[src/rtl/core/gcd_pkg.sv]
// Shared constants, tables and types of the great-circle distance pipeline.
package gcd_pkg;

  localparam int LAT_W = 28;
  localparam int LON_W = 29;
  localparam int DIST_W = 25;

  localparam int CORDIC_STAGES_DEF = 24;
  localparam int CORDIC_MAX = 32;
  localparam int CW = 34;
  localparam int LANES_ROT = 4;

  // Angle conversion: inputs are offset by 45 * 2^24 so the divide by 45 is unsigned.
  localparam int ANG_W = 32;
  localparam int X_W = 30;
  localparam int U_W = 31;
  localparam int DIV45 = 45;
  localparam int DIV45_SH = 37;
  localparam int DIV45_MW = 32;
  localparam int P45_W = U_W + DIV45_MW;
  localparam int Q_W = P45_W - DIV45_SH;
  localparam int B_W = 6;
  localparam int V_W = 16;
  localparam int DIV90_SH = 23;
  localparam int DIV90_MW = 17;
  localparam int P90_W = V_W + DIV90_MW;
  localparam int T_W = P90_W - DIV90_SH;
  localparam logic [U_W-1:0] ANG_OFF = U_W'(45 * (64'd1 << 24));
  localparam logic [DIV45_MW-1:0] DIV45_MUL =
    DIV45_MW'(((64'd1 << DIV45_SH) + 64'd44) / 64'd45);
  localparam logic [DIV90_MW-1:0] DIV90_MUL =
    DIV90_MW'(((64'd1 << DIV90_SH) + 64'd89) / 64'd90);
  localparam logic [V_W-1:0] HALF_90 = V_W'(45);

  localparam logic [CW-1:0] GAIN_INV = CW'(652032874);
  localparam logic [CW-1:0] ONE30 = CW'(64'd1 << 30);

  localparam logic [31:0] ATAN_TAB [CORDIC_MAX] = '{
    32'h20000000, 32'h12E4051E, 32'h09FB385B, 32'h051111D4, 32'h028B0D43, 32'h0145D7E1,
    32'h00A2F61E, 32'h00517C55, 32'h0028BE53, 32'h00145F2F, 32'h000A2F98, 32'h000517CC,
    32'h00028BE6, 32'h000145F3, 32'h0000A2FA, 32'h0000517D, 32'h000028BE, 32'h0000145F,
    32'h00000A30, 32'h00000518, 32'h0000028C, 32'h00000146, 32'h000000A3, 32'h00000051,
    32'h00000029, 32'h00000014, 32'h0000000A, 32'h00000005, 32'h00000003, 32'h00000001,
    32'h00000001, 32'h00000000
  };

  localparam int SQRT_BITS = 31;
  localparam int SQRT_W = 62;
  localparam int A_W = 31;

  localparam logic [63:0] DIST_SCALE = 64'd5123862220;
  localparam int DIST_LO_W = 17;
  localparam int DIST_HI_W = 16;
  localparam logic [DIST_LO_W-1:0] DIST_LO = DIST_LO_W'(DIST_SCALE);
  localparam logic [DIST_HI_W-1:0] DIST_HI = DIST_HI_W'(DIST_SCALE >> DIST_LO_W);
  localparam logic [DIST_W-1:0] DIST_MAX = DIST_W'(20015087);

  typedef struct packed {
    logic [CW-1:0] x;
    logic [CW-1:0] y;
    logic [CW-1:0] z;
  } cord_t;

  typedef struct packed {
    logic [SQRT_W-1:0]    rem;
    logic [SQRT_BITS-1:0] root;
  } sqrt_t;

endpackage

[src/rtl/core/gcd_cordic_cell.sv]
// One CORDIC micro-rotation cell, rotation or vectoring mode, over a few lanes.
module gcd_cordic_cell #(
  parameter int STAGE     = 0,
  parameter int LANES     = 1,
  parameter bit VECTORING = 1'b0,
  parameter int SIDE_W    = 1
) (
  input  logic                  clk_i,
  input  logic                  rst_ni,
  input  logic                  en_i,
  input  logic                  vld_i,
  input  gcd_pkg::cord_t        lane_i [LANES],
  input  logic [SIDE_W-1:0]     side_i,
  output logic                  vld_o,
  output gcd_pkg::cord_t        lane_o [LANES],
  output logic [SIDE_W-1:0]     side_o
);

  localparam logic [gcd_pkg::CW-1:0] ATAN = gcd_pkg::CW'(gcd_pkg::ATAN_TAB[STAGE]);

  gcd_pkg::cord_t    lane_d [LANES];
  gcd_pkg::cord_t    lane_q [LANES];
  logic              vld_q;
  logic [SIDE_W-1:0] side_q;

  always_comb begin
    logic [gcd_pkg::CW-1:0] xs;
    logic [gcd_pkg::CW-1:0] ys;
    logic                   pos;
    for (int l = 0; l < LANES; l++) begin
      xs = gcd_pkg::CW'($signed(lane_i[l].x) >>> STAGE);
      ys = gcd_pkg::CW'($signed(lane_i[l].y) >>> STAGE);
      // Rotation drives z to zero, vectoring drives y to zero.
      pos = VECTORING ? lane_i[l].y[gcd_pkg::CW-1] : ~lane_i[l].z[gcd_pkg::CW-1];
      if (pos) begin
        lane_d[l].x = lane_i[l].x - ys;
        lane_d[l].y = lane_i[l].y + xs;
        lane_d[l].z = lane_i[l].z - ATAN;
      end else begin
        lane_d[l].x = lane_i[l].x + ys;
        lane_d[l].y = lane_i[l].y - xs;
        lane_d[l].z = lane_i[l].z + ATAN;
      end
    end
  end

  always_ff @(posedge clk_i or negedge rst_ni) begin
    if (!rst_ni) begin
      vld_q <= 1'b0;
    end else if (en_i) begin
      vld_q <= vld_i;
    end
  end

  always_ff @(posedge clk_i) begin
    if (en_i) begin
      lane_q <= lane_d;
      side_q <= side_i;
    end
  end

  assign vld_o  = vld_q;
  assign lane_o = lane_q;
  assign side_o = side_q;

endmodule

[config.mk]
export PLATFORM = sky130hd
export DESIGN_NAME = gcd_cordic_cell
export DESIGN_NICKNAME = d
export VERILOG_FILES = /design/src/rtl/core/gcd_pkg.sv /design/src/rtl/core/gcd_cordic_cell.sv
export SDC_FILE = /design/constraint.sdc
export NUM_CORES = 1
export LEC_CHECK = 0
export BUFFER_PORTS_ARGS = -buffer_cell sky130_fd_sc_hd__buf_4
export CAP_MARGIN = 20
export CORE_MARGIN = 3
export CORE_UTILIZATION = 45
export CTS_BUF_LIST = sky130_fd_sc_hd__clkbuf_4
export DETAILED_ROUTE_END_ITERATION = 8
export GPL_TIMING_DRIVEN = 1
export PLACE_DENSITY = 0.7
export SLEW_MARGIN = 20
export SYNTH_ARGS = -nofsm -noshare
export SYNTH_HDL_FRONTEND = slang
export SYNTH_SLANG_ARGS = --single-unit
[constraint.sdc]
create_clock -name clk_i -period 1.1 [get_ports clk_i]
set_input_delay 0.055 -clock clk_i [delete_from_list [all_inputs] [get_ports clk_i]]
set_output_delay 0.055 -clock clk_i [all_outputs]
set_load 0.05 [all_outputs]
**Word-level counts from Yosys, hierarchy flattened**

Cells that the tools add are included.

- Register bits: 104
- Word-level logic and storage cells: 11
- Input bits: 107
- Output and inout bits: 104

- Mux-type cells: 1
- Add/subtract/negate cells: 5

Operator list:

| cell | number |
|---|---|
| 2-to-1 mux 102 bit | 1 |
| subtractor 34 bit | 2 |
| adder 34 x 30 -> 34 bit, second input constant | 1 |
| adder 34 bit | 1 |
| subtractor 34 x 30 -> 34 bit, second input constant | 1 |

**Longest topological paths before layout**

- Depth in word-level cells: 2
- Gate-level depth with buffers: 13
- Depth with buffers taken out: 12

**Worst setup path after synthesis**

OpenSTA, ideal clock, no wires.

- Path kind: input -> register
- Start point: in lane_i[34] (netlist name)
- End point: reg lane_q (netlist bit lane_o[100]), data pin
- Arrival time: 2.358 ns
- Stages: 11
- Path slack: -1.517 ns
- Setup time: 0.259 ns
- Buffers on the path: 0
- Required time: 0.841 ns
- Cells stage by stage: ha_1 fa_1 nor3b_1 o31ai_1 a2111oi_2 nor3_2 a21oi_1 o21ai_1 nor3_1 o41a_1 xnor2_1

RTL lines:

| element | line | text |
|---|---|---|
| from (decl) | gcd_cordic_cell.sv:12 | `input gcd_pkg::cord_t lane_i [LANES],` |
| to (signal assigned) | gcd_cordic_cell.sv:57 | `lane_q <= lane_d;` |
| to (decl) | gcd_cordic_cell.sv:22 | `gcd_pkg::cord_t lane_q [LANES];` |

==> results.cfg <==
[status]
status = finished, violations left
violations = setup timing

[sta]
worst_pin_slew_ns = 0.568
setup_slack_ns = -1.25
finalMaxSlewViolations = 0
tns_ns = -56.91
post-route-min-period_ns = 2.35
hold_viol = 0
max_freq_mhz = 426
fin_crit_sh = 2.13
finalClockSkew_ns = 0
finalSetupViolCount = 167
max-slew-margin-rel = 0.618
grt_setup_unrepaired = yes
fin_hold_ws_ns = 0.0174

[setup_path]
crit_path_max_fanout = 5
regToRegStartpoint = vld_o
start_kind = input port
path_class = in -> reg
reg2reg_to = vld_o
r2r_slack_ns = 0.11
crit_required_ns = 1.43
crit_arrival_ns = 2.67
cp-end-kind = register
startpoint = lane_i[68]
r2r_cells = 2

[hold_path]
holdPathEnd = lane_o[51]
hp-class = in -> reg
min-delay-start = lane_i[85]
whs_path_depth = 3

[clocking]
cts_inserted_buffers = 9
worstSkewPairLatency_ns = 0.51
cts_tree = done
root_buffer = clkbuf_4
clockBufferDepth = 2
cts.sinks = 103
cts_max_level = 3
clk_pin_slew_worst_paths_ns = 0.21

[synth]
synth_warnings = 0
syn-mean-instance-area_um2 = 8.99
synth_area_um2 = 9090
synth_edf_count = 102
synth_cell_types = 75
yosysSeqAreaShare = 0.340
async_reset_ff_frac = 0.00971
ys.flop_type = edfxtp_1
synth_nets = 1224
syn-instance-count = 1011
synth-seq-cells = 103

[cells_and_area]
final_cells = 1879
final_layout_size_suffix_gt1_frac = 0.540
fin_nets = 1820
area_delta_synth_final_pct = 83.4

[floorplanning]
die_w_um = 148
rows = 51
coreArea_um2 = 19700
die_y_um = 148
dieArea_um2 = 21900
start_util = 0.462
ios = 211

[place]
hpwl_um = 27900
dp_slack_ns = -1.70
globalplace.congestion = 0.971
port_buffers = 210
place_inst = 1762

[power_and_ir_drop]
power_mw = 18.6
powerDensity_nw_per_um2 = 1120
power.leakage_nw = 7.35
vdd_ir_drop_max_uv = 672

[routing]
routed_wl_um = 43000
num_vias = 11067
drc_errors = 0
wire_per_inst_um = 22.9
drtIter0Drc = 1243
viasPerCell = 5.89
drt_pass1_iterations = 6
ant_nets = 0

[global_route]
grt_max_degree = 38
antenna_found_initial = 2
grt_pass1_wl_um = 59500
grt_remaining_overflow = 0
track_usage = 0.345
grt_pass1_vias = 10723

[flow_run]
max_cap_viol_count = 0
## cell usage in the layout (no fill, tap or decap), drive strengths merged, types with 4 or more instances in the layout
master       netlist  layout
buf               25     593
nor3              23      23
inv              104     107
o211ai            14      14
mux2i             17      17
ha               102     102
clkinv             1       5
nor2b             16      16
clkbuf            23       9
nand2b             8       8
o311ai             4       4
fa                 4       4
nand4             15      15
o31a              10      10
edfxtp           102     102
a21boi             4       4
o22ai              4       4
a21oi            113     113
and2               4       4
nand3b             5       5
o31ai             11      11
nor2              77      77
or2                6       6
or3                7       7
o21ai             70      70
nand3             10      10
dlygate4sd3        0      39
a221oi             5       5
xor2              10      10
nand2             44      44
a211oi            13      13
o21a              10      10
a21o              17      17
xnor2             58      58
nor4              11      11
o21bai            25      25
a2111oi            4       4
a31oi              7       7
## per-stage QoR
step	cell area, µm²	utilization
after global routing	16700	0.848
after detailed placement	13900	0.709
after floorplan	9890	-
final	16700	0.848
after CTS	15900	0.810
after global placement	13900	0.709
## layout make-up
| cell class | count | area, µm² |
|---|---|---|
| multi-input combinational | 755 | 6970 |
| timing repair buffer | 633 | 5650 |
| sequential | 103 | 3090 |
| fill | 1098 | 2990 |
| inverter | 105 | 484 |
| tap | 265 | 332 |
| clock inverter | 7 | 73.8 |
| clock buffer | 9 | 67.6 |
| antenna | 2 | 5.00 |
## worst max path at each step
stage                        to  slack [ns]
finish              lane_o[100]       -1.25
global route        lane_o[100]       -1.28
CTS                  lane_o[64]       -1.04
detailed placement   lane_o[66]       -1.70
global placement     lane_o[64]       -1.68
floorplan           lane_o[100]       -1.26
## Yosys cell counts, types with 8 or more instances
cell type / count / share of area
a21oi_1: 112 / 0.062
buf_1: 8 / 0.0033
xnor2_1: 58 / 0.056
nand2b_1: 8 / 0.0055
o211ai_1: 13 / 0.011
ha_1: 102 / 0.14
a21o_1: 15 / 0.012
o21a_1: 10 / 0.0083
nor2b_1: 16 / 0.011
o31a_1: 10 / 0.0096
mux2i_1: 17 / 0.019
nand4_1: 15 / 0.010
xor2_1: 10 / 0.0096
inv_1: 96 / 0.040
o21ai_0: 60 / 0.033
clkbuf_1: 22 / 0.0091
nand3_1: 10 / 0.0055
o21ai_1: 8 / 0.0044
nor4_1: 11 / 0.0076
o21bai_1: 25 / 0.021
buf_2: 13 / 0.0072
nor3_1: 22 / 0.012
a211oi_1: 12 / 0.0099
o31ai_1: 11 / 0.0091
nand2_1: 44 / 0.018
inv_2: 8 / 0.0033
edfxtp_1: 102 / 0.34
nor2_1: 77 / 0.032
## report_power, final
part,leakage (nW),internal (mW),switching [mW]
sequential,1.01,5.07,0.356
combinational,6.26,4.82,6.18
clock,0.0773,0.538,1.65
## worst max-delay path, cell delays in order
cell       delay, ns
buf_12          0.12
ha_4            0.16
fa_2            0.36
nor3b_4         0.18
o31ai_4         0.30
a2111oi_4       0.14
nor3_2          0.26
a21oi_2         0.13
o21ai_4         0.28
nor3_2          0.08
o41a_1          0.35
xnor2_1         0.25
## sequential cells by signal, summed over array words and instances (netlist names)
| name | count |
|---|---|
| lane_o | 101 |
| side_o | 1 |
| vld_o | 1 |
## kinds of logic (layout without fill, tap and decap cells)
| family | after synthesis | after routing | share of synthesized area |
|---|---|---|---|
| compound gates | 329 | 329 | 0.232 |
| xor+xnor | 68 | 68 | 0.0655 |
| fa+ha+maj | 106 | 106 | 0.149 |
| buf+inv | 153 | 754 | 0.0672 |
| flops | 103 | 103 | 0.340 |
| mux | 18 | 18 | 0.0200 |
| other cells | 0 | 2 | 0 |
| simple gates | 234 | 234 | 0.126 |
## what timing repair did
action,CTS,global route
hold buffers,40,0
buffers inserted,43,35
hold endpoints to repair,48,0
pin swaps,89,92
gates resized for setup,277,133
setup endpoints to repair,164,169
## layer usage
layer | routed length [µm] | vias up | global-route usage
met2 | 21200 | 751 | 0.611
li1 | - | 4816 | -
met5 | 0 | - | 0
met4 | 2480 | 0 | 0.139
met1 | 15400 | 5284 | 0.417
met3 | 3920 | 216 | 0.0619
No activity file was read; power rests on OpenSTA's default activity.
