<file path="src/rtl/core/gcd_pkg.sv">
// Shared constants, tables and types of the great-circle distance pipeline.
package gcd_pkg;

  localparam int LAT_W = 28;
  localparam int LON_W = 29;
  localparam int DIST_W = 25;

  localparam int CORDIC_STAGES_DEF = 24;
  localparam int CORDIC_MAX = 32;
  localparam int CW = 34;
  localparam int LANES_ROT = 4;

  // Angle conversion: inputs are offset by 45 * 2^24 so the divide by 45 is unsigned.
  localparam int ANG_W = 32;
  localparam int X_W = 30;
  localparam int U_W = 31;
  localparam int DIV45 = 45;
  localparam int DIV45_SH = 37;
  localparam int DIV45_MW = 32;
  localparam int P45_W = U_W + DIV45_MW;
  localparam int Q_W = P45_W - DIV45_SH;
  localparam int B_W = 6;
  localparam int V_W = 16;
  localparam int DIV90_SH = 23;
  localparam int DIV90_MW = 17;
  localparam int P90_W = V_W + DIV90_MW;
  localparam int T_W = P90_W - DIV90_SH;
  localparam logic [U_W-1:0] ANG_OFF = U_W'(45 * (64'd1 << 24));
  localparam logic [DIV45_MW-1:0] DIV45_MUL =
    DIV45_MW'(((64'd1 << DIV45_SH) + 64'd44) / 64'd45);
  localparam logic [DIV90_MW-1:0] DIV90_MUL =
    DIV90_MW'(((64'd1 << DIV90_SH) + 64'd89) / 64'd90);
  localparam logic [V_W-1:0] HALF_90 = V_W'(45);

  localparam logic [CW-1:0] GAIN_INV = CW'(652032874);
  localparam logic [CW-1:0] ONE30 = CW'(64'd1 << 30);

  localparam logic [31:0] ATAN_TAB [CORDIC_MAX] = '{
    32'h20000000, 32'h12E4051E, 32'h09FB385B, 32'h051111D4, 32'h028B0D43, 32'h0145D7E1,
    32'h00A2F61E, 32'h00517C55, 32'h0028BE53, 32'h00145F2F, 32'h000A2F98, 32'h000517CC,
    32'h00028BE6, 32'h000145F3, 32'h0000A2FA, 32'h0000517D, 32'h000028BE, 32'h0000145F,
    32'h00000A30, 32'h00000518, 32'h0000028C, 32'h00000146, 32'h000000A3, 32'h00000051,
    32'h00000029, 32'h00000014, 32'h0000000A, 32'h00000005, 32'h00000003, 32'h00000001,
    32'h00000001, 32'h00000000
  };

  localparam int SQRT_BITS = 31;
  localparam int SQRT_W = 62;
  localparam int A_W = 31;

  localparam logic [63:0] DIST_SCALE = 64'd5123862220;
  localparam int DIST_LO_W = 17;
  localparam int DIST_HI_W = 16;
  localparam logic [DIST_LO_W-1:0] DIST_LO = DIST_LO_W'(DIST_SCALE);
  localparam logic [DIST_HI_W-1:0] DIST_HI = DIST_HI_W'(DIST_SCALE >> DIST_LO_W);
  localparam logic [DIST_W-1:0] DIST_MAX = DIST_W'(20015087);

  typedef struct packed {
    logic [CW-1:0] x;
    logic [CW-1:0] y;
    logic [CW-1:0] z;
  } cord_t;

  typedef struct packed {
    logic [SQRT_W-1:0]    rem;
    logic [SQRT_BITS-1:0] root;
  } sqrt_t;

endpackage

</file>
<file path="src/rtl/core/gcd_sqrt_cell.sv">
// One digit cell of the integer square root: decides a single root bit per lane.
module gcd_sqrt_cell #(
  parameter int BIT   = 0,
  parameter int LANES = 1
) (
  input  logic           clk_i,
  input  logic           rst_ni,
  input  logic           en_i,
  input  logic           vld_i,
  input  gcd_pkg::sqrt_t lane_i [LANES],
  output logic           vld_o,
  output gcd_pkg::sqrt_t lane_o [LANES]
);

  gcd_pkg::sqrt_t lane_d [LANES];
  gcd_pkg::sqrt_t lane_q [LANES];
  logic           vld_q;

  // Setting this bit grows the square by 2^(BIT+1) * root + 2^(2*BIT).
  always_comb begin
    logic [gcd_pkg::SQRT_W-1:0] trial;
    for (int l = 0; l < LANES; l++) begin
      trial = (gcd_pkg::SQRT_W'(lane_i[l].root) << (BIT + 1)) +
              (gcd_pkg::SQRT_W'(1) << (2 * BIT));
      lane_d[l] = lane_i[l];
      if (lane_i[l].rem >= trial) begin
        lane_d[l].rem       = lane_i[l].rem - trial;
        lane_d[l].root[BIT] = 1'b1;
      end
    end
  end

  always_ff @(posedge clk_i or negedge rst_ni) begin
    if (!rst_ni) begin
      vld_q <= 1'b0;
    end else if (en_i) begin
      vld_q <= vld_i;
    end
  end

  always_ff @(posedge clk_i) begin
    if (en_i) begin
      lane_q <= lane_d;
    end
  end

  assign vld_o  = vld_q;
  assign lane_o = lane_q;

endmodule

</file>
<file path="config.mk">
export PLATFORM = sky130hd
export DESIGN_NAME = gcd_sqrt_cell
export DESIGN_NICKNAME = d
export VERILOG_FILES = /design/src/rtl/core/gcd_pkg.sv /design/src/rtl/core/gcd_sqrt_cell.sv
export SDC_FILE = /design/constraint.sdc
export NUM_CORES = 1
export LEC_CHECK = 0
export ABC_AREA = 0
export ABC_CLOCK_PERIOD_IN_PS = 1000
export BUFFER_PORTS_ARGS = -buffer_cell sky130_fd_sc_hd__buf_2
export CORE_UTILIZATION = 53
export CTS_BUF_LIST = sky130_fd_sc_hd__clkbuf_8
export DETAILED_ROUTE_END_ITERATION = 7
export PLACE_DENSITY_LB_ADDON = 0.15
export SYNTH_ARGS = -nofsm -noshare
export SYNTH_HDL_FRONTEND = slang
export SYNTH_SLANG_ARGS = --single-unit
</file>
<file path="constraint.sdc">
create_clock -name clk_i -period 1 [get_ports clk_i]
set_clock_uncertainty 0.1 [all_clocks]
set_input_delay 0.15 -clock clk_i [delete_from_list [all_inputs] [get_ports clk_i]]
set_output_delay 0.15 -clock clk_i [all_outputs]
set_load 0.03 [all_outputs]
</file>
==> reports/metrics.cfg, run 1 <==
[cts]
numCtsBuffers=9
clock-sinks=94
clock_path_buffers=2
htree_levels=3
cts-root-buf=clkbuf_8

[placed_design]
dp_hpwl_um=15400
gp_congestion=0.956
port_buffers=190

[floorplan]
die_x_um=109
rows=38
initial_core_util_pct=55.0
pin_count=191
die_h_um=109

[global_routing]
grt_max_degree=42
track_usage_pct=73.7
gr-total-overflow=12
grt_pass1_wl_um=62200
grt_pass1_vias=9943

[synthesis]
ys_seq_area_share_pct=46.6
synth_cells=596
synth_top_area_cell=edfxtp_1
synthMostInstantiatedCell=edfxtp_1
synth_fp_nets=726
ys_types=63
ys_ff_latch=94
async_reset_ff_share_pct=1.06
synth_area_um2=6040
synth-edff-count=93
synth-main-ff-cell=edfxtp_1
synth_common_cells=edfxtp_1, nand2_1, o21ai_0, inv_1, a21oi_1
synth_warnings=0
synth_top_cell_area_share_pct=46.2
ys_top_cells_by_area=edfxtp_1, ha_1, xnor2_1, nand2_1, xor2_1
synth.avg_cell_area_um2=10.1

[outcome]
stop_stage=5_1_grt
status=aborted with a tool error
error=[ERROR GRT-0116] Global routing finished with congestion. Check the congestion regions in the DRC Viewer.

[routing by layer]
layer | track usage, % | GRT overflow
met1 | 71.0 | 1
met2 | 90.7 | 2
met3 | 59.3 | 0
met4 | 77.7 | 9
met5 | 25.0 | 0
[kinds of logic after synthesis]
kind of cell / synth area share [%]
adders and majority gates: 6.96
buffers and inverters: 4.08
and+or+nand+nor: 18.6
muxes: 0.559
xor gates and xnor gates: 8.41
AOI/OAI and AO/OA: 14.8
DFF: 46.6
[repair_timing]
item                                    CTS
hold buffers                             54
resized for setup                       280
pin swaps                                38
hold endpoints to repair                 54
buffers inserted                         15
endpoints found under the setup margin  157
gates cloned                              1
[per-stage QoR]
step	hold slack (ps)	TNS, ps	area [um^2]	cells	worst slack (ps)
CTS	-7.40	-107190	10700	1180	-1520
detailed placement	-173	-120510	8780	1096	-2150
global placement	-175	-118580	8780	1096	-2120
floorplan	-246	-96020	6320	596	-1770
==> run 2: changes to the inputs <==
- CORE_UTILIZATION: 53 -> 40
- CTS_BUF_LIST: sky130_fd_sc_hd__clkbuf_8 -> unset
==> reports/metrics.cfg, run 2 <==
[outcome]
status=finished, violations left
violations=design-rule violations, negative setup slack

[synthesis]
synth_warnings=0  ; unchanged
synth.avg_cell_area_um2=10.1  ; unchanged
ys_ff_latch=94  ; unchanged
synth_cells=596  ; unchanged
async_reset_ff_share_pct=1.06  ; unchanged
synth_fp_nets=726  ; unchanged
synth_top_area_cell=edfxtp_1
synth_area_um2=6040  ; unchanged
ys_top_cells_by_area=edfxtp_1, ha_1, xnor2_1, nand2_1, xor2_1
synth-edff-count=93  ; unchanged
synth_top_cell_area_share_pct=46.2  ; unchanged
synthMostInstantiatedCell=edfxtp_1
synth_common_cells=edfxtp_1, nand2_1, o21ai_0, inv_1, a21oi_1
ys_seq_area_share_pct=46.6  ; unchanged
synth-main-ff-cell=edfxtp_1
ys_types=63  ; unchanged

[cells_and_area]
final_common_cell=buf_4
num-nets-final=1186
diodes=0
layout-drive-gt1-share_pct=58.6
multi_input_area_um2=4050
syn_to_final_growth_pct=93.9
fill_cells=856
register_area_um2=2820
largest_register_ffs=93
layout_common_cells=buf_4, buf_6, edfxtp_1

[cts]
cts-root-buf=clkbuf_16
cts_tree=done
clock_latency_ps=350
clk_pin_slew_ps=60
clock-sinks=94  ; unchanged
clock_path_buffers=2  ; unchanged
htree_levels=3  ; unchanged
numCtsBuffers=9  ; unchanged

[timing]
rsz0062_at_grt=true
setup_ws_ps=-1570
final_hold_viol_count=0
tightest_slew_ps=528
final.setup.tns_ps=-105520
whs_ps=15.6
max_clock_freq_ghz=0.390
fin_crit_ps=2570
setup_violations=157
relSlewSlack_pct=64.5
drv_slew=0
period_share_pct=257

[flow_run]
maxCapViolations=0

[placed_design]
dp_hpwl_um=14500  ; -6.0%
gp_congestion=0.919  ; -3.8%
dp_slack_ps=-2100  ; +49.5 ps
port_buffers=190  ; unchanged

[worst_setup_path]
worstSetupEndpointType=flip-flop
required_ps=1000
critPathArrivalTime_ps=2560
slowest_delay_ps=380
setup.worst_path.start_class=input pin
cp_max_fo=8
crit_type=in -> reg
critPathSlowestCell=fa_2
cp_cell_sequence=buf_8, inv_6, fa_2, a21o_1, a221oi_4, a211oi_4, o2111ai_2, nor3b_4, buf_4, buf_12, mux2_4, o311a_1

[hold_path]
min_path_type=in -> reg

[power]
irDropWorstVdd_v=0.000964
leakagePower_nw=5.04
power.density_nw_per_um2=1230
power.total_mw=14.4

[route]
wl_um=22400
ant_nets=0
drt_iter0_markers=408
drtPass1Iterations=8
num_vias=6616
drt-vias-per-instance=5.31
drc_errors=24
detail_route.wl_per_cell_um=18.0

[floorplan]
rows=44  ; +16%
initial_core_util_pct=41.3  ; -14 points
die_h_um=125  ; +15%
fp.dieArea_um2=15600
pin_count=191  ; unchanged
die_x_um=125  ; +15%
core-area_um2=14600

[global_routing]
grt_max_degree=46
grt_pass1_vias=6840
track_usage_pct=27.3
grt_pass1_wl_um=33900
gr-total-overflow=0
antenna_found_initial=0

[run 2: critical path: cells and delay by family]
kind / cells / cell delay [ps]
AO/OA/AOI/OAI: 5 / 1000
buffers and inverters: 4 / 430
adder cells (fa/ha/maj): 1 / 380
AND/OR/NAND/NOR: 1 / 310
multiplexers: 1 / 300
[run 2: metal layers]
metal  up-vias  part of all wire (%)  global-route usage, %
li1       3127                     -                      -
met1      3202                    40                   33.7
met2       243                    52                   48.7
met3        44                   5.5                   4.68
met4         0                   2.5                   8.11
met5         -                     0                      0
[run 2: final timing paths]
path | start | endpoint | slack (ps) | cells past startpoint
max | lane_i[0] | lane_o[62] | -1570 | 12
min | lane_i[58] | lane_o[58] | 20 | 3
max reg2reg | vld_o | vld_o | 140 | 1
min reg2reg | vld_o | vld_o | 450 | 1
max in group asynchronous | rst_ni | vld_o | 190 | 3
min in group asynchronous | rst_ni | vld_o | 530 | 3
[run 2: cell type report]
type	instances	area share, %
well taps	184	1.97
repair buffers	477	35.7
multi-input cells	439	34.5
clock buffers	14	2.17
clock inverters	2	0.299
flip-flops and latches	94	24.1
inverters	35	1.25
[run 2: through the flow]
step                instance area [um^2]  instances  util [%]
CTS                                11200       1230      76.6
global route                       11700       1245      80.0
finish                             11700       1245      80.0
floorplan                           6320        596         -
detailed placement                  8790       1135      60.0
global placement                    8790       1135      60.0
[run 2: repair_timing]
item / CTS / global route
setup endpoints to repair: 157 / 157
buffers inserted: 40 / 17
gates cloned: 5 / 0
resized for setup: 356 / 93
hold endpoints to repair: 36 / 2
hold buffers: 36 / 2
pin swaps: 79 / 59
[run 2: power by group]
group,internal (mW),total [mW],switching [mW]
sequential,4.88,5.09,0.207
clock,2.01,3.46,1.46
combinational,2.97,5.87,2.90
total,9.86,14.4,4.56
[run 2: logic make-up after synthesis]
kind of cell | Yosys count | synth area share, %
multiplexers | 3 | 0.559
XOR/XNOR | 58 | 8.41
adder cells (fa/ha/maj) | 33 | 6.96
AO/OA/AOI/OAI | 140 | 14.8
AND/OR/NAND/NOR | 205 | 18.6
buffers and inverters | 63 | 4.08
flip-flops | 94 | 46.6
Note: power is estimated with default switching activity, not from simulation.
==> run 3: changes to the inputs <==
--- a/constraint.sdc
+++ b/constraint.sdc
@@ -3,3 +3,3 @@
 set_input_delay 0.15 -clock clk_i [delete_from_list [all_inputs] [get_ports clk_i]]
 set_output_delay 0.15 -clock clk_i [all_outputs]
-set_load 0.03 [all_outputs]
+set_load 0.02 [all_outputs]
==> reports/metrics.cfg, run 3 (same netlist as run 2, synthesis figures left out) <==
[route]
drc_errors=24  ; unchanged
drt-vias-per-instance=5.31  ; about the same
drtPass1Iterations=7  ; -1
num_vias=6601  ; -0.23%
ant_nets=0  ; unchanged
drt_iter0_markers=439  ; +7.6%
wl_um=22100  ; -1.4%
detail_route.wl_per_cell_um=17.8  ; -1.2%

[floorplan]
initial_core_util_pct=41.3  ; unchanged
core-area_um2=14600  ; unchanged
die_h_um=125  ; unchanged
pin_count=191  ; unchanged
fp.dieArea_um2=15600  ; unchanged
rows=44  ; unchanged
die_x_um=125  ; unchanged

[power]
leakagePower_nw=4.91  ; -2.6%
power.density_nw_per_um2=1210  ; -1.4%
irDropWorstVdd_v=0.000953  ; -1.2%

[global_routing]
grt_max_degree=46  ; unchanged
gr-total-overflow=0  ; unchanged
antenna_found_initial=1  ; +1
grt_pass1_vias=6830  ; -0.15%
track_usage_pct=27.2  ; -0.083 points
grt_pass1_wl_um=33800  ; -0.29%

[cells_and_area]
fill_cells=949  ; +11%
layout_common_cells=buf_4, buf_2, buf_6
layout-drive-gt1-share_pct=56.6  ; -2.0 points
design_area_um2=11400  ; -2.7%
final_common_cell=buf_4
final_cells=1242  ; -0.24%
num-nets-final=1182  ; -0.34%
syn_to_final_growth_pct=88.6
final_util_pct=77.8  ; -2.2 points
largest_register_ffs=93  ; unchanged

[cts]
clock_path_buffers=2  ; unchanged
clock-sinks=94  ; unchanged
cts_tree=done
clock_latency_ps=350  ; about the same
cts-root-buf=clkbuf_16
numCtsBuffers=9  ; unchanged
htree_levels=3  ; unchanged
clk_pin_slew_ps=60  ; about the same

[timing]
tightest_slew_ps=396  ; -132 ps
drv_slew=0  ; unchanged
setup_violations=157  ; unchanged
final_hold_viol_count=0  ; unchanged
max_clock_freq_ghz=0.385  ; -1.1%
whs_ps=21.6  ; +6.05 ps
fin_crit_ps=2600  ; +29.7 ps
relSlewSlack_pct=73.2  ; +8.7 points
rsz0062_at_grt=true
period_share_pct=260  ; +3.0 points
setup_ws_ps=-1600  ; -29.7 ps

[placed_design]
placed_cell_area_um2=8790  ; unchanged
dp_hpwl_um=14500  ; unchanged
port_buffers=190  ; unchanged
dp_cells=1135  ; unchanged
gp_congestion=0.919  ; unchanged

[hold_path]
min_path_type=in -> reg

[worst_setup_path]
cp_max_fo=7  ; -1
crit_type=in -> reg
required_ps=1000  ; about the same
ff2ff_setup_slack_ps=140  ; about the same
worstSetupEndpointType=flip-flop
setup.worst_path.start_class=input pin
critPathArrivalTime_ps=2590  ; +30 ps

[flow_run]
maxCapViolations=0  ; unchanged

[outcome]
status=finished, violations left
violations=design-rule violations, negative setup slack

## run 3: cell count changes in the layout (fill, tap and decap cells not counted), moves of 3 or more
cell and change:
xnor2_1 +3, buf_2 +30, inv_4 -3, o21ai_2 -10
buf_6 -34, inv_2 +3, xnor2_2 -3, o21ai_1 +11
nand2_1 +8, nand2_2 -7
## run 3: metal layers
layer / routed length [um] / vias up / track usage, %
li1: - / 3133 / -
met1: 9120 / 3196 / 34.1
met3: 1120 / 42 / 4.77
met2: 11400 / 230 / 47.7
met5: 0 / - / 0
met4: 488 / 0 / 8.68
## run 3: through the flow
step | worst slack [ps] | power (mW) | TNS (ps)
after floorplan | -1770 | 7.10 | -96020
after global placement | -2040 | 8.90 | -115910
after detailed placement | -2100 | 8.95 | -119830
after CTS | -1520 | 13.3 | -100010
after global routing | -1700 | 14.4 | -113100
final | -1600 | 13.8 | -105110
## run 3: repair_timing
| action | in CTS | in global routing |
|---|---|---|
| pin swaps | 79 | 50 |
| gates resized for setup | 222 | 133 |
| endpoints found under the hold margin | 36 | 2 |
| endpoints found under the setup margin | 157 | 157 |
| setup buffers | 40 | 14 |
| cloned | 5 | 0 |
| hold buffers | 36 | 2 |
## run 3: path summary, 6_finish.rpt
check	endpoint	from	cells after the start
setup / recovery	lane_o[68]	lane_i[14]	14
hold / removal	lane_o[32]	lane_i[32]	2
setup reg to reg	vld_o	vld_o	1
hold reg to reg	vld_o	vld_o	1
max in group asynchronous	vld_o	rst_ni	3
min in group asynchronous	vld_o	rst_ni	3
## run 3: cell type report
| type | instances | area, um^2 | share of cell area [%] |
|---|---|---|---|
| antenna | 1 | 2.50 | 0.0220 |
| sequential | 94 | 2820 | 24.7 |
| clock inverter | 2 | 35.0 | 0.307 |
| tap | 184 | 230 | 2.02 |
| clock buffer | 14 | 254 | 2.23 |
| timing repair buffer | 473 | 3960 | 34.7 |
| inverter | 35 | 134 | 1.17 |
| multi-input combinational | 439 | 3960 | 34.8 |
## run 3: worst max-delay path, cell delays in order
cell	delay, ps
buf_6	100
inv_2	70
ha_4	210
buf_12	130
a21oi_4	190
buf_4	140
nand2_1	70
nor4_2	190
a21oi_2	130
a31oi_2	250
or3b_1	390
buf_6	180
nor4b_4	300
xor2_1	90
## run 3: report_power, final
part / switching, mW / internal, mW
logic: 2.54 / 2.77
registers: 0.180 / 4.87
clock network: 1.46 / 2.01
total: 4.18 / 9.65
