$ cat src/rtl/core/gcd_pkg.sv
// Shared constants, tables and types of the great-circle distance pipeline.
package gcd_pkg;

  localparam int LAT_W = 28;
  localparam int LON_W = 29;
  localparam int DIST_W = 25;

  localparam int CORDIC_STAGES_DEF = 24;
  localparam int CORDIC_MAX = 32;
  localparam int CW = 34;
  localparam int LANES_ROT = 4;

  // Angle conversion: inputs are offset by 45 * 2^24 so the divide by 45 is unsigned.
  localparam int ANG_W = 32;
  localparam int X_W = 30;
  localparam int U_W = 31;
  localparam int DIV45 = 45;
  localparam int DIV45_SH = 37;
  localparam int DIV45_MW = 32;
  localparam int P45_W = U_W + DIV45_MW;
  localparam int Q_W = P45_W - DIV45_SH;
  localparam int B_W = 6;
  localparam int V_W = 16;
  localparam int DIV90_SH = 23;
  localparam int DIV90_MW = 17;
  localparam int P90_W = V_W + DIV90_MW;
  localparam int T_W = P90_W - DIV90_SH;
  localparam logic [U_W-1:0] ANG_OFF = U_W'(45 * (64'd1 << 24));
  localparam logic [DIV45_MW-1:0] DIV45_MUL =
    DIV45_MW'(((64'd1 << DIV45_SH) + 64'd44) / 64'd45);
  localparam logic [DIV90_MW-1:0] DIV90_MUL =
    DIV90_MW'(((64'd1 << DIV90_SH) + 64'd89) / 64'd90);
  localparam logic [V_W-1:0] HALF_90 = V_W'(45);

  localparam logic [CW-1:0] GAIN_INV = CW'(652032874);
  localparam logic [CW-1:0] ONE30 = CW'(64'd1 << 30);

  localparam logic [31:0] ATAN_TAB [CORDIC_MAX] = '{
    32'h20000000, 32'h12E4051E, 32'h09FB385B, 32'h051111D4, 32'h028B0D43, 32'h0145D7E1,
    32'h00A2F61E, 32'h00517C55, 32'h0028BE53, 32'h00145F2F, 32'h000A2F98, 32'h000517CC,
    32'h00028BE6, 32'h000145F3, 32'h0000A2FA, 32'h0000517D, 32'h000028BE, 32'h0000145F,
    32'h00000A30, 32'h00000518, 32'h0000028C, 32'h00000146, 32'h000000A3, 32'h00000051,
    32'h00000029, 32'h00000014, 32'h0000000A, 32'h00000005, 32'h00000003, 32'h00000001,
    32'h00000001, 32'h00000000
  };

  localparam int SQRT_BITS = 31;
  localparam int SQRT_W = 62;
  localparam int A_W = 31;

  localparam logic [63:0] DIST_SCALE = 64'd5123862220;
  localparam int DIST_LO_W = 17;
  localparam int DIST_HI_W = 16;
  localparam logic [DIST_LO_W-1:0] DIST_LO = DIST_LO_W'(DIST_SCALE);
  localparam logic [DIST_HI_W-1:0] DIST_HI = DIST_HI_W'(DIST_SCALE >> DIST_LO_W);
  localparam logic [DIST_W-1:0] DIST_MAX = DIST_W'(20015087);

  typedef struct packed {
    logic [CW-1:0] x;
    logic [CW-1:0] y;
    logic [CW-1:0] z;
  } cord_t;

  typedef struct packed {
    logic [SQRT_W-1:0]    rem;
    logic [SQRT_BITS-1:0] root;
  } sqrt_t;

endpackage

$ cat src/rtl/core/gcd_angle.sv
// Conversion of coordinates to folded binary angles for the four rotation lanes.
module gcd_angle (
  input  logic                             clk_i,
  input  logic                             rst_ni,
  input  logic                             en_i,
  input  logic                             vld_i,
  input  logic signed [gcd_pkg::LAT_W-1:0] first_latitude_i,
  input  logic signed [gcd_pkg::LON_W-1:0] first_longitude_i,
  input  logic signed [gcd_pkg::LAT_W-1:0] second_latitude_i,
  input  logic signed [gcd_pkg::LON_W-1:0] second_longitude_i,
  output logic                             vld_o,
  output logic [gcd_pkg::CW-1:0]           z_o [gcd_pkg::LANES_ROT],
  output logic [gcd_pkg::LANES_ROT-1:0]    neg_o
);

  localparam int NL = gcd_pkg::LANES_ROT;

  logic signed [gcd_pkg::ANG_W-1:0] x_s [NL];
  logic [5:0]                       vld_q;
  logic [gcd_pkg::U_W-1:0]          u0_q [NL];
  logic [gcd_pkg::U_W-1:0]          u1_q [NL];
  logic [gcd_pkg::P45_W-1:0]        p45_q [NL];
  logic [gcd_pkg::Q_W-1:0]          q2_q [NL];
  logic [gcd_pkg::B_W-1:0]          b2_q [NL];
  logic [gcd_pkg::Q_W-1:0]          q3_q [NL];
  logic [gcd_pkg::P90_W-1:0]        p90_q [NL];
  logic [gcd_pkg::ANG_W-1:0]        ang_q [NL];
  logic [gcd_pkg::CW-1:0]           z_q [NL];
  logic [NL-1:0]                    neg_q;

  // Lanes 0 and 1 are the two latitudes, lanes 2 and 3 the half differences.
  always_comb begin
    x_s[0] = gcd_pkg::ANG_W'(first_latitude_i);
    x_s[1] = gcd_pkg::ANG_W'(second_latitude_i);
    x_s[2] = gcd_pkg::ANG_W'(second_latitude_i) - gcd_pkg::ANG_W'(first_latitude_i);
    x_s[3] = gcd_pkg::ANG_W'(second_longitude_i) - gcd_pkg::ANG_W'(first_longitude_i);
  end

  always_ff @(posedge clk_i or negedge rst_ni) begin
    if (!rst_ni) begin
      vld_q <= '0;
    end else if (en_i) begin
      vld_q <= {vld_q[4:0], vld_i};
    end
  end

  always_ff @(posedge clk_i) begin
    if (en_i) begin
      for (int l = 0; l < NL; l++) begin
        u0_q[l]  <= gcd_pkg::U_W'(x_s[l] + gcd_pkg::ANG_W'(gcd_pkg::ANG_OFF));
        p45_q[l] <= gcd_pkg::P45_W'(u0_q[l]) * gcd_pkg::P45_W'(gcd_pkg::DIV45_MUL);
        u1_q[l]  <= u0_q[l];
        q2_q[l]  <= p45_q[l][gcd_pkg::P45_W-1:gcd_pkg::DIV45_SH];
        b2_q[l]  <= gcd_pkg::B_W'(u1_q[l] - gcd_pkg::U_W'(p45_q[l][gcd_pkg::P45_W-1:
                     gcd_pkg::DIV45_SH]) * gcd_pkg::U_W'(gcd_pkg::DIV45));
        q3_q[l]  <= q2_q[l];
        // The remainder picks the rounded fraction of the quotient by 90.
        if (l < 2) begin
          p90_q[l] <= gcd_pkg::P90_W'((gcd_pkg::V_W'(b2_q[l]) << 10) + gcd_pkg::HALF_90) *
                      gcd_pkg::P90_W'(gcd_pkg::DIV90_MUL);
          ang_q[l] <= (gcd_pkg::ANG_W'(q3_q[l]) << 9) +
                      gcd_pkg::ANG_W'(p90_q[l][gcd_pkg::P90_W-1:gcd_pkg::DIV90_SH]);
        end else begin
          p90_q[l] <= gcd_pkg::P90_W'((gcd_pkg::V_W'(b2_q[l]) << 9) + gcd_pkg::HALF_90) *
                      gcd_pkg::P90_W'(gcd_pkg::DIV90_MUL);
          ang_q[l] <= (gcd_pkg::ANG_W'(q3_q[l]) << 8) +
                      gcd_pkg::ANG_W'(p90_q[l][gcd_pkg::P90_W-1:gcd_pkg::DIV90_SH]);
        end
        // The input offset scaled by 512 or 256 is a multiple of a full turn and drops out.
        if ($signed(gcd_pkg::CW'($signed(ang_q[l]))) > $signed(gcd_pkg::ONE30)) begin
          z_q[l]   <= gcd_pkg::CW'($signed(ang_q[l])) - (gcd_pkg::ONE30 << 1);
          neg_q[l] <= 1'b1;
        end else if ($signed(gcd_pkg::CW'($signed(ang_q[l]))) < -$signed(gcd_pkg::ONE30)) begin
          z_q[l]   <= gcd_pkg::CW'($signed(ang_q[l])) + (gcd_pkg::ONE30 << 1);
          neg_q[l] <= 1'b1;
        end else begin
          z_q[l]   <= gcd_pkg::CW'($signed(ang_q[l]));
          neg_q[l] <= 1'b0;
        end
      end
    end
  end

  assign vld_o = vld_q[5];
  assign z_o   = z_q;
  assign neg_o = neg_q;

endmodule

$ cat config.mk
export PLATFORM = sky130hd
export DESIGN_NAME = gcd_angle
export DESIGN_NICKNAME = d
export VERILOG_FILES = /design/src/rtl/core/gcd_pkg.sv /design/src/rtl/core/gcd_angle.sv
export SDC_FILE = /design/constraint.sdc
export NUM_CORES = 2
export LEC_CHECK = 0
export BUFFER_PORTS_ARGS = -buffer_cell sky130_fd_sc_hd__buf_4
export CORE_ASPECT_RATIO = 0.75
export CORE_MARGIN = 2
export CORE_UTILIZATION = 59
export DETAILED_ROUTE_END_ITERATION = 8
export HOLD_SLACK_MARGIN = 0.03
export PLACE_DENSITY_LB_ADDON = 0.25
export SLEW_MARGIN = 20
export SYNTH_ARGS = -nofsm -noshare
export SYNTH_HDL_FRONTEND = slang
export SYNTH_SLANG_ARGS = --single-unit
$ cat constraint.sdc
create_clock -name clk_i -period 6.35 [get_ports clk_i]
set_clock_uncertainty 0.05 [all_clocks]
set_input_delay 1.5875 -clock clk_i [delete_from_list [all_inputs] [get_ports clk_i]]
set_output_delay 1.5875 -clock clk_i [all_outputs]
set_load 0.02 [all_outputs]
== Word level (Yosys, flattened, before mapping) ==
Memories as Yosys holds them, arrays and structs flattened.
Index checks and enable logic that the tools add are counted.

* Add/subtract/negate cells: 26
* $mul: 12
* Divide/modulo/power cells: 0
* Order comparisons: 8
* Equal/unequal tests: 0
* Shifts and indexed selects: 0
* Muxes and demuxes: 14
* Bitwise operators: 0
* Reductions and logical operators: 0

{| class="wikitable"
|+ Operators with widths
! cell !! count
|-
| $mux W34 || 8
|-
| $mul A31 B32 Y63 const B || 4
|-
| $add A32 B33 Y34 const B || 4
|-
| $sub A32 B33 Y34 const B || 4
|-
| $add A32 B10 Y32 || 4
|-
| $gt A32 B32 Y1 const B || 4
|-
| $lt A32 B31 Y1 const B || 4
|-
| $mul A26 B6 Y6 const B || 4
|-
| $mul A16 B17 Y33 const B || 2
|-
| $mul A17 B17 Y33 const B || 2
|-
| $add A28 B31 Y31 const B || 2
|-
| $add A16 B6 Y17 const B || 2
|-
| $add A15 B6 Y16 const B || 2
|-
| $add A29 B31 Y31 const B || 1
|-
| $add A30 B31 Y31 const B || 1
|-
| $sub A29 B29 Y30 || 1
|-
| $sub A28 B28 Y29 || 1
|-
| $sub A6 B6 Y6 || 4
|-
| $mux W1 || 6
|}

* Register bits after elaboration: 146
* Latch bits: 0
* RAM bits: 992
* Bits in read-only memories: 0
* Input port bits: 118
* Output and inout bits: 141
* Word-level logic and storage cells: 77
* Memories kept: 8

{| class="wikitable"
|+ Memories
! name !! words !! bits a word !! read ports !! clocked after Yosys merged registers in !! write ports !! line !! text
|-
| p45_q || 4 || 63 || 4 || 0 || 4 || gcd_angle.sv:22 || <nowiki>logic [gcd_pkg::P45_W-1:0] p45_q [NL];</nowiki>
|-
| p90_q || 4 || 33 || 4 || 0 || 4 || gcd_angle.sv:26 || <nowiki>logic [gcd_pkg::P90_W-1:0] p90_q [NL];</nowiki>
|-
| ang_q || 4 || 32 || 4 || 0 || 4 || gcd_angle.sv:27 || <nowiki>logic [gcd_pkg::ANG_W-1:0] ang_q [NL];</nowiki>
|-
| u0_q || 4 || 31 || 4 || 0 || 4 || gcd_angle.sv:20 || <nowiki>logic [gcd_pkg::U_W-1:0] u0_q [NL];</nowiki>
|-
| u1_q || 4 || 31 || 4 || 0 || 4 || gcd_angle.sv:21 || <nowiki>logic [gcd_pkg::U_W-1:0] u1_q [NL];</nowiki>
|-
| q2_q || 4 || 26 || 4 || 0 || 4 || gcd_angle.sv:23 || <nowiki>logic [gcd_pkg::Q_W-1:0] q2_q [NL];</nowiki>
|-
| 2 more memories || n/a || n/a || n/a || n/a || n/a || n/a ||
|}

== Logic depth before layout (Yosys ltp) ==
* Word-level depth: 3
* Depth in mapped cells: 28
* Depth with buffers taken out: 28

== Worst setup path before layout ==
OpenSTA, ideal clock, no wires.

* Path kind: reg-to-reg
* From: memory u0_q[3][28] (netlist name)
* To: memory p45_q[3][56] (netlist name) (data pin)
* Setup time: 0.269 ns
* Data arrival time: 6.650 ns
* Required time: 6.031 ns
* Setup slack: -0.619 ns
* Stages on the path, launching flop included: 27
* Period minus slack after synthesis: 6.969 ns
* Cells stage by stage: edfxtp_1 -> fa_1 -> inv_1 -> fa_1 -> inv_1 -> fa_1 -> inv_1 -> fa_1 -> inv_1 -> fa_1 -> fa_1 -> fa_1 -> inv_1 -> fa_1 -> inv_1 -> ha_1 -> a21oi_1 -> o21ai_0 -> o21bai_1 -> nand2_1 -> o311ai_1 -> o21ai_1 -> a21oi_2 -> o21bai_4 -> a41oi_1 -> o31ai_1 -> xor2_1

{| class="wikitable"
|+ RTL lines
! item !! line
|-
| from (decl) || gcd_angle.sv:20
|-
| to (decl) || gcd_angle.sv:22
|}

==> metrics <==
Synth top area share 27.8%; status finished with violations; syn_area_per_cell 11.6 sq um; arrival time worst endpoint 7.74 ns; Max-Cap Viols 0; largest net degree at the start of global routing 133; initial antenna violation count 20; Worst setup SP type register; drt total wl 223 mm; cell taking the most area after synthesis fa_1; clock buffer depth 3; Die X around 450 microns; worst setup margin -0.979 ns; routed length per placed instance ~20 microns; Syn. warnings 0; Initial DRC Count 3,800; Worst path slowest cell fa_2; number of global-route vias before repair 62,400; max frequency ~0.14 GHz; Top delay family on crit path adder cells; RSZ-0062 raised after global routing true; root buffer cell clkbuf_16; Min-Delay Startpoint q2_q[3][9]; vias per inst 5.25; PortBufs 258; Routed Antenna Nets 0; DRT Pass-1 Iters 5; slowest stage delay, CP between 0.5 and 0.6 ns; post-synthesis compound-gate area fraction 5.36%; DR vias 58,500; # H-tree levels 3; # rows 123; Post-synth EDFFs 754; Final Instance Count excl. Fillers 11,200; FF-to-FF Start u0_q[2][29]; Period Utilization, post-route 115%; async set or reset register ratio after synthesis 0.789%; reg2reg setup slack -0.98 ns; post-synthesis xor/xnor area fraction 3.45%; DRC viols 0; failing checks setup timing; first-pass GRT wire length between 300 and 400 mm; WHS Endpoint q3_q[3][9]; minimum clock period after layout ~7.3 ns; DP Wirelength 195 mm; Synth Cell Area 88,700 sq um; Post-Place Worst Slack -1.06 ns; die height between 300 and 400 microns; Crit path buffers/inverters 9; flops & latches, synth 760; Worst Tran Pin Value 0.872 ns; setup violators final 91; CTS tree yes; Adder-Cell Fraction of Synth Area a little over half; Min-Delay Path Class register to register; required time of the critical path slightly below 7 ns; die area roughly 150,000 sq um; reg2reg end p45_q[2][46]; largest family of logic cells by synthesized area adder cells; Synth-to-Final Area Change 19.6%; Core Area 150,000 sq um; placed cell count 10,900; count of unique library cells instantiated by Yosys 87; largest cells by area after synthesis fa_1 28%, edfxtp_1 26%, ha_1 25%, inv_1 9.2%, xnor2_1 2.5%; most common cell after layout, fill and taps aside inv_1; Initial Util 59.3%; Syn Inst Count 7,646; commonest register cell after synthesis edfxtp_1; Boundary Pins between 200 and 300; share of post-route cells with drive strength above 1 20.1%; most frequent cells in the layout 2,122 x inv_1, 1,672 x ha_1, 1,299 x buf_4; simple-gate area share of the yosys netlist 3.66%; fin nets around 12,000; Worst-path clk slew 0.06 ns; crit end category register; Hold Crit Depth 0; slew margin rel. 41.9%; r2r worst-path depth 29; gr usage total 29.7%; Seq/Total Area, Yosys 25.7%; Inserted Clock Buffers 81; crit path max fanout 3; Slew Limit Fails 0; Clock Sinks 760; final hold slack 0.362 ns; mux share of post-synthesis cell area 0.145%; routability cong. roughly 1.0; crit-path most repeated cell fa_1; clock latency on the worst-skew pair 0.73 ns; Hold Vio Cnt, Final 0; grt total ovfl 0; kind of critical path register to register
==> synthesized netlist by cell type (7+ instances only) <==
| cell type | count |
|---|---|
| a21o_1 | 138 |
| o21bai_1 | 32 |
| a211oi_1 | 21 |
| and2_1 | 9 |
| ha_1 | 1742 |
| xor2_1 | 95 |
| or3_1 | 9 |
| nor4_1 | 36 |
| and3_1 | 46 |
| o31a_1 | 9 |
| inv_1 | 2180 |
| nand2b_1 | 29 |
| or2_2 | 8 |
| edfxtp_1 | 754 |
| a21oi_1 | 207 |
| and4_1 | 9 |
| nor2b_1 | 42 |
| o21ai_1 | 15 |
| mux2_2 | 7 |
| nand4_1 | 44 |
| a31oi_1 | 24 |
| nand2_1 | 136 |
| nor3_1 | 40 |
| a31o_2 | 7 |
| o21a_1 | 39 |
| nor2_1 | 144 |
| xnor2_1 | 254 |
| nand3_1 | 70 |
| fa_1 | 1233 |
| o211ai_1 | 19 |
| o21ai_0 | 107 |
==> metal layers <==
metal / GRT usage, % / vias to the layer above / wire (microns)
met3: 6.28 / 263 / 17600
li1: - / 27600 / -
met1: 44.5 / 29100 / 103000
met5: 0 / - / 66
met2: 44.0 / 1600 / 95700
met4: 7.64 / 10 / 5840
==> per-stage QoR <==
step	TNS (ns)	utilization, %	cell area, sq um
after floorplan	-13.21	-	89000
after global placement	-48.84	67.5	101000
after detailed placement	-57.15	67.5	101000
after CTS	-49.65	70.2	105000
after global routing	-76.33	70.9	106000
final	-58.08	70.9	106000
==> sequential cells by signal, summed over array words and instances (netlist names) <==
signal / cells
z_o: 132
ang_q: 128
u0_q: 120
p45_q: 97
q2_q: 94
q3_q: 94
p90_q: 40
b2_q: 24
u1_q: 21
vld_q: 6
neg_o: 4
==> how the worst max path moves through the flow <==
stage | from | to | slack [ns] | depth (start not counted)
after floorplan | u0_q[1][14] | p45_q[1][58] | -0.50 | 24
after global placement | u0_q[2][29] | p45_q[2][60] | -0.90 | 24
after detailed placement | u0_q[2][29] | p45_q[2][60] | -1.06 | 24
after CTS | u0_q[3][30] | p45_q[3][60] | -0.87 | 27
after global routing | u0_q[2][29] | p45_q[2][46] | -1.14 | 29
final | u0_q[2][29] | p45_q[2][46] | -0.98 | 29
==> area by class of cell <==
class / instances / area [sq um]
inverters: 2180 / 8180
fillers: 10800 / 43500
well taps: 2000 / 2500
repair buffers: 1349 / 10400
multi-input cells: 4697 / 59500
clock inverters: 53 / 652
flip-flops and latches: 760 / 22800
clock buffers: 94 / 2080
diodes: 18 / 45.0
==> repair_timing <==
action,CTS,global route
resized for setup,204,158
pin swaps,134,100
hold buffers,0,0
endpoints found under the setup margin,93,94
setup buffers,66,41
==> worst reg2reg max path: cells and delay by family, from the launching register on <==
family                   cells  cell delay, ns
AO/OA/AOI/OAI                6            0.96
XOR/XNOR                     1            0.10
adder cells (fa/ha/maj)      9            4.32
buffers and inverters        9            0.79
flip-flops                   1            0.47
AND/OR/NAND/NOR              4            0.41
==> logic make-up (layout without fill, tap and decap cells) <==
family                     after synthesis  in the layout
xor gates and xnor gates               349            349
buffers and inverters                 2190           3676
other                                    2             21
muxes                                   12             12
DFF                                    760            760
AOI/OAI and AO/OA                      716            716
and+or+nand+nor                        642            642
adders and majority gates             2975           2975
Power is not shown: default switching activity piles up to over one toggle a cycle in this logic, so the estimate is an artifact.
